### src/hdl/hca_pkg.sv
// ----------------------------------------------------------------------------
// hca_pkg
// Shared types and constants for the hybrid cellular automaton attractor
// analysis block.
// ----------------------------------------------------------------------------
package hca_pkg;

  localparam int CELLS  = 8;
  localparam int NST    = 1 << CELLS;
  localparam int STAT_W = 9;

  typedef logic [CELLS-1:0] state_t;
  typedef logic [CELLS:0]   len_t;
  typedef logic [STAT_W-1:0] stat_t;

  typedef struct packed {
    logic [7:0] cell7_rule;
    logic [7:0] cell6_rule;
    logic [7:0] cell5_rule;
    logic [7:0] cell4_rule;
    logic [7:0] cell3_rule;
    logic [7:0] cell2_rule;
    logic [7:0] cell1_rule;
    logic [7:0] cell0_rule;
  } in_word_t;

  typedef struct packed {
    logic [8:0] attractor_count;
    logic [8:0] point_attractor_count;
    logic [7:0] cyclic_attractor_count;
    logic [8:0] cycle_length_sum;
    logic [8:0] longest_cycle;
    logic [7:0] longest_chain;
    logic       is_reversible;
  } out_word_t;

endpackage

### src/hdl/hca_lane.sv
// ----------------------------------------------------------------------------
// hca_lane
// One cell lane: picks the rule bit addressed by left, mid and right.
// ----------------------------------------------------------------------------
module hca_lane import hca_pkg::*; (
  input  logic [7:0] rule,
  input  logic       left,
  input  logic       mid,
  input  logic       right,
  output logic       nxt
);

  assign nxt = rule[{left, mid, right}];

endmodule

### src/hdl/hca_next.sv
// ----------------------------------------------------------------------------
// hca_next
// Successor of one state: one lane per cell, bits merged into the next state
// with zero beyond both ends.
// ----------------------------------------------------------------------------
module hca_next import hca_pkg::*; (
  input  logic [CELLS-1:0][7:0] rules,
  input  state_t                cur,
  output state_t                nxt
);

  logic [CELLS+1:0] padded;

  assign padded = {1'b0, cur, 1'b0};

  for (genvar i = 0; i < CELLS; i++) begin : g_lane
    hca_lane u_lane (
      .rule  (rules[i]),
      .left  (padded[i]),
      .mid   (padded[i+1]),
      .right (padded[i+2]),
      .nxt   (nxt[i])
    );
  end

endmodule

### config.mk
export PLATFORM = sky130hd
export DESIGN_NAME = hca_next
export DESIGN_NICKNAME = d
export VERILOG_FILES = /design/src/hdl/hca_pkg.sv /design/src/hdl/hca_lane.sv /design/src/hdl/hca_next.sv
export SDC_FILE = /design/constraint.sdc
export NUM_CORES = 1
export LEC_CHECK = 0
export BUFFER_PORTS_ARGS = -buffer_cell sky130_fd_sc_hd__buf_2
export CAP_MARGIN = 30
export CORE_MARGIN = 4
export CORE_UTILIZATION = 28
export DETAILED_ROUTE_END_ITERATION = 16
export PLACE_DENSITY = 0.8
export SETUP_SLACK_MARGIN = 0.3
export SLEW_MARGIN = 20
export SYNTH_ARGS = -nofsm -noshare
export SYNTH_HDL_FRONTEND = slang
export SYNTH_SLANG_ARGS = --single-unit
### constraint.sdc
create_clock -name vclk -period 2.1
set_clock_uncertainty 0.15 [all_clocks]
set_input_delay 0.525 -clock vclk [all_inputs]
set_output_delay 0.525 -clock vclk [all_outputs]
set_load 0.1 [all_outputs]
==> flow_summary.yaml <==
run_status:
  status: "finished with violations"
  violations: "negative setup slack"
yosys:
  yosys.cell_count.top_type: "mux4_1"
  synth.distinct_cells: 4
  synth_fp_nets: 100
  syn_avg_cell_area_um2: 17.6
  synth_common_cells: "mux4_1 (13), buf_4 (8), mux2_2 (6)"
  synth_warnings: 0
  synth_top_area_cell: "mux4_1"
  syn_area_um2: 492
  syn_inst: 28
  synth_top_area_share_pct: 69.5
  seq_area_frac_synth_pct: 0
  synth.area.top_cells: "mux4_1 (69%), mux2_2 (14%), buf_4 (12%), mux4_2 (4.6%)"
routing:
  wl_met2_um: 1560
  drt_iter0_drc: 5
  maxUsedRoutingLayer: "met4"
  first_pass_iters: 4
  wl_per_cell_um: 20.1
  detail-route-antenna-nets: 0
  routed_wl_um: 2310
  via_per_inst: 5.23
  wl_met3_um: 38
  drc_errors: 0
  num_vias: 601
  wl_met1_um: 693
power:
  finalPower_uw: 408
  p_leak_uw: 0.000523
  irDropWorstVdd_mv: 0.199
  p_per_area_nw_per_um2: 397
critical_path:
  crit_fanout: 3
  cp.arrival_ns: 1.58
  critPathCaptureType: "output pin"
  worstPathRequired_ns: 1.42
  worstSetupStartpointType: "input pin"
  path_class: "in -> out"
final_layout:
  antenna_cells: 0
  drive_gt1_share_pct: 100
  final_nets: 173
  fin_util_pct: 65.2
  regArea_um2: 0
  nClkBuffers: 0
  area_delta_synth_final_pct: 109
  nFlopsAndLatches: 0
placed_design:
  gp_congestion: 0.841
  dp_hpwl_um: 2020
  port_buffers: 72
sta:
  fin_crit_sh_pct: 107
  tightestPinTransition_ns: 0.113
  setup-violations-final: 6
  final_max_slew_viol_count: 0
  period_needed_ns: 2.26
  rsz0062_at_grt: "true"
  finalHoldViolations: 0
  worst_slack_ns: -0.156
  relSlewSlack_pct: 92.5
  timing.fmax_ghz: 0.443
job:
  drv_cap: 0
die:
  rows: 14
  coreArea_um2: 1580
  die_h_um: 49.9
  dieArea_um2: 2490
  ios: 80
  dieWidth_um: 49.9
  start_util_pct: 31.2
global_route:
  grt_usage_pct: 17.6
  grt_pass1_vias: 687
  antenna_found_initial: 0
  grt_pass1_wl_um: 3310
  grt_max_degree: 5
  gr-total-overflow: 0
clock_tree:
  ctsHoldBuffers: 0
worst_hold_path:
  hp-class: "in -> out"
[cells in the final DEF, fill, tap and decap left out]
cell and n:
buf_2 57, mux4_2 14, buf_12 8, buf_8 7, buf_4 7, mux2_4 6
[final timing paths]
kind                       from  endpoint  slack, ns  cells after the start
worst min-delay path  rules[62]    nxt[7]       1.41                      3
worst max-delay path     cur[7]    nxt[6]      -0.16                      4
[metal layers]
layer,vias up,track usage [%]
met5,-,0
met1,320,16.5
met3,2,0.904
met4,0,0.922
li1,266,-
met2,13,40.5
[critical path: stages]
cell,delay (ns)
buf_8,0.08
mux4_2,0.49
mux2_4,0.30
buf_12,0.17
[stage by stage]
stage	worst slack [ns]	setup TNS (ns)	area (um^2)	instances	hold WS, ns
floorplan	-0.0146	-0.0877	557	28	1.21
global placement	-0.295	-1.78	838	115	1.60
detailed placement	-0.318	-1.91	838	115	1.61
CTS	-0.143	-0.803	1030	115	1.41
global route	-0.177	-0.951	1030	115	1.41
finish	-0.156	-0.831	1030	115	1.41
[power breakdown]
group / switching [uW] / internal (uW)
combinational: 209 / 199
clock: 0 / 0
sequential: 0 / 0
[layout make-up]
cell class | instances | area [um^2]
tap | 16 | 20.0
multi-input combinational | 20 | 405
timing repair buffer | 79 | 603
fill | 113 | 548
[cell families after synthesis]
kind of cell	count (synthesis)	share of synthesized area, %
buffers and inverters	8	12.2
multiplexers	20	87.8
[timing repair]
item / CTS / global route
gates resized for setup: 53 / 0
buffers inserted: 0 / 0
cloned: 0 / 0
endpoints found under the setup margin: 8 / 8
Note: power is estimated with default switching activity, not from simulation.
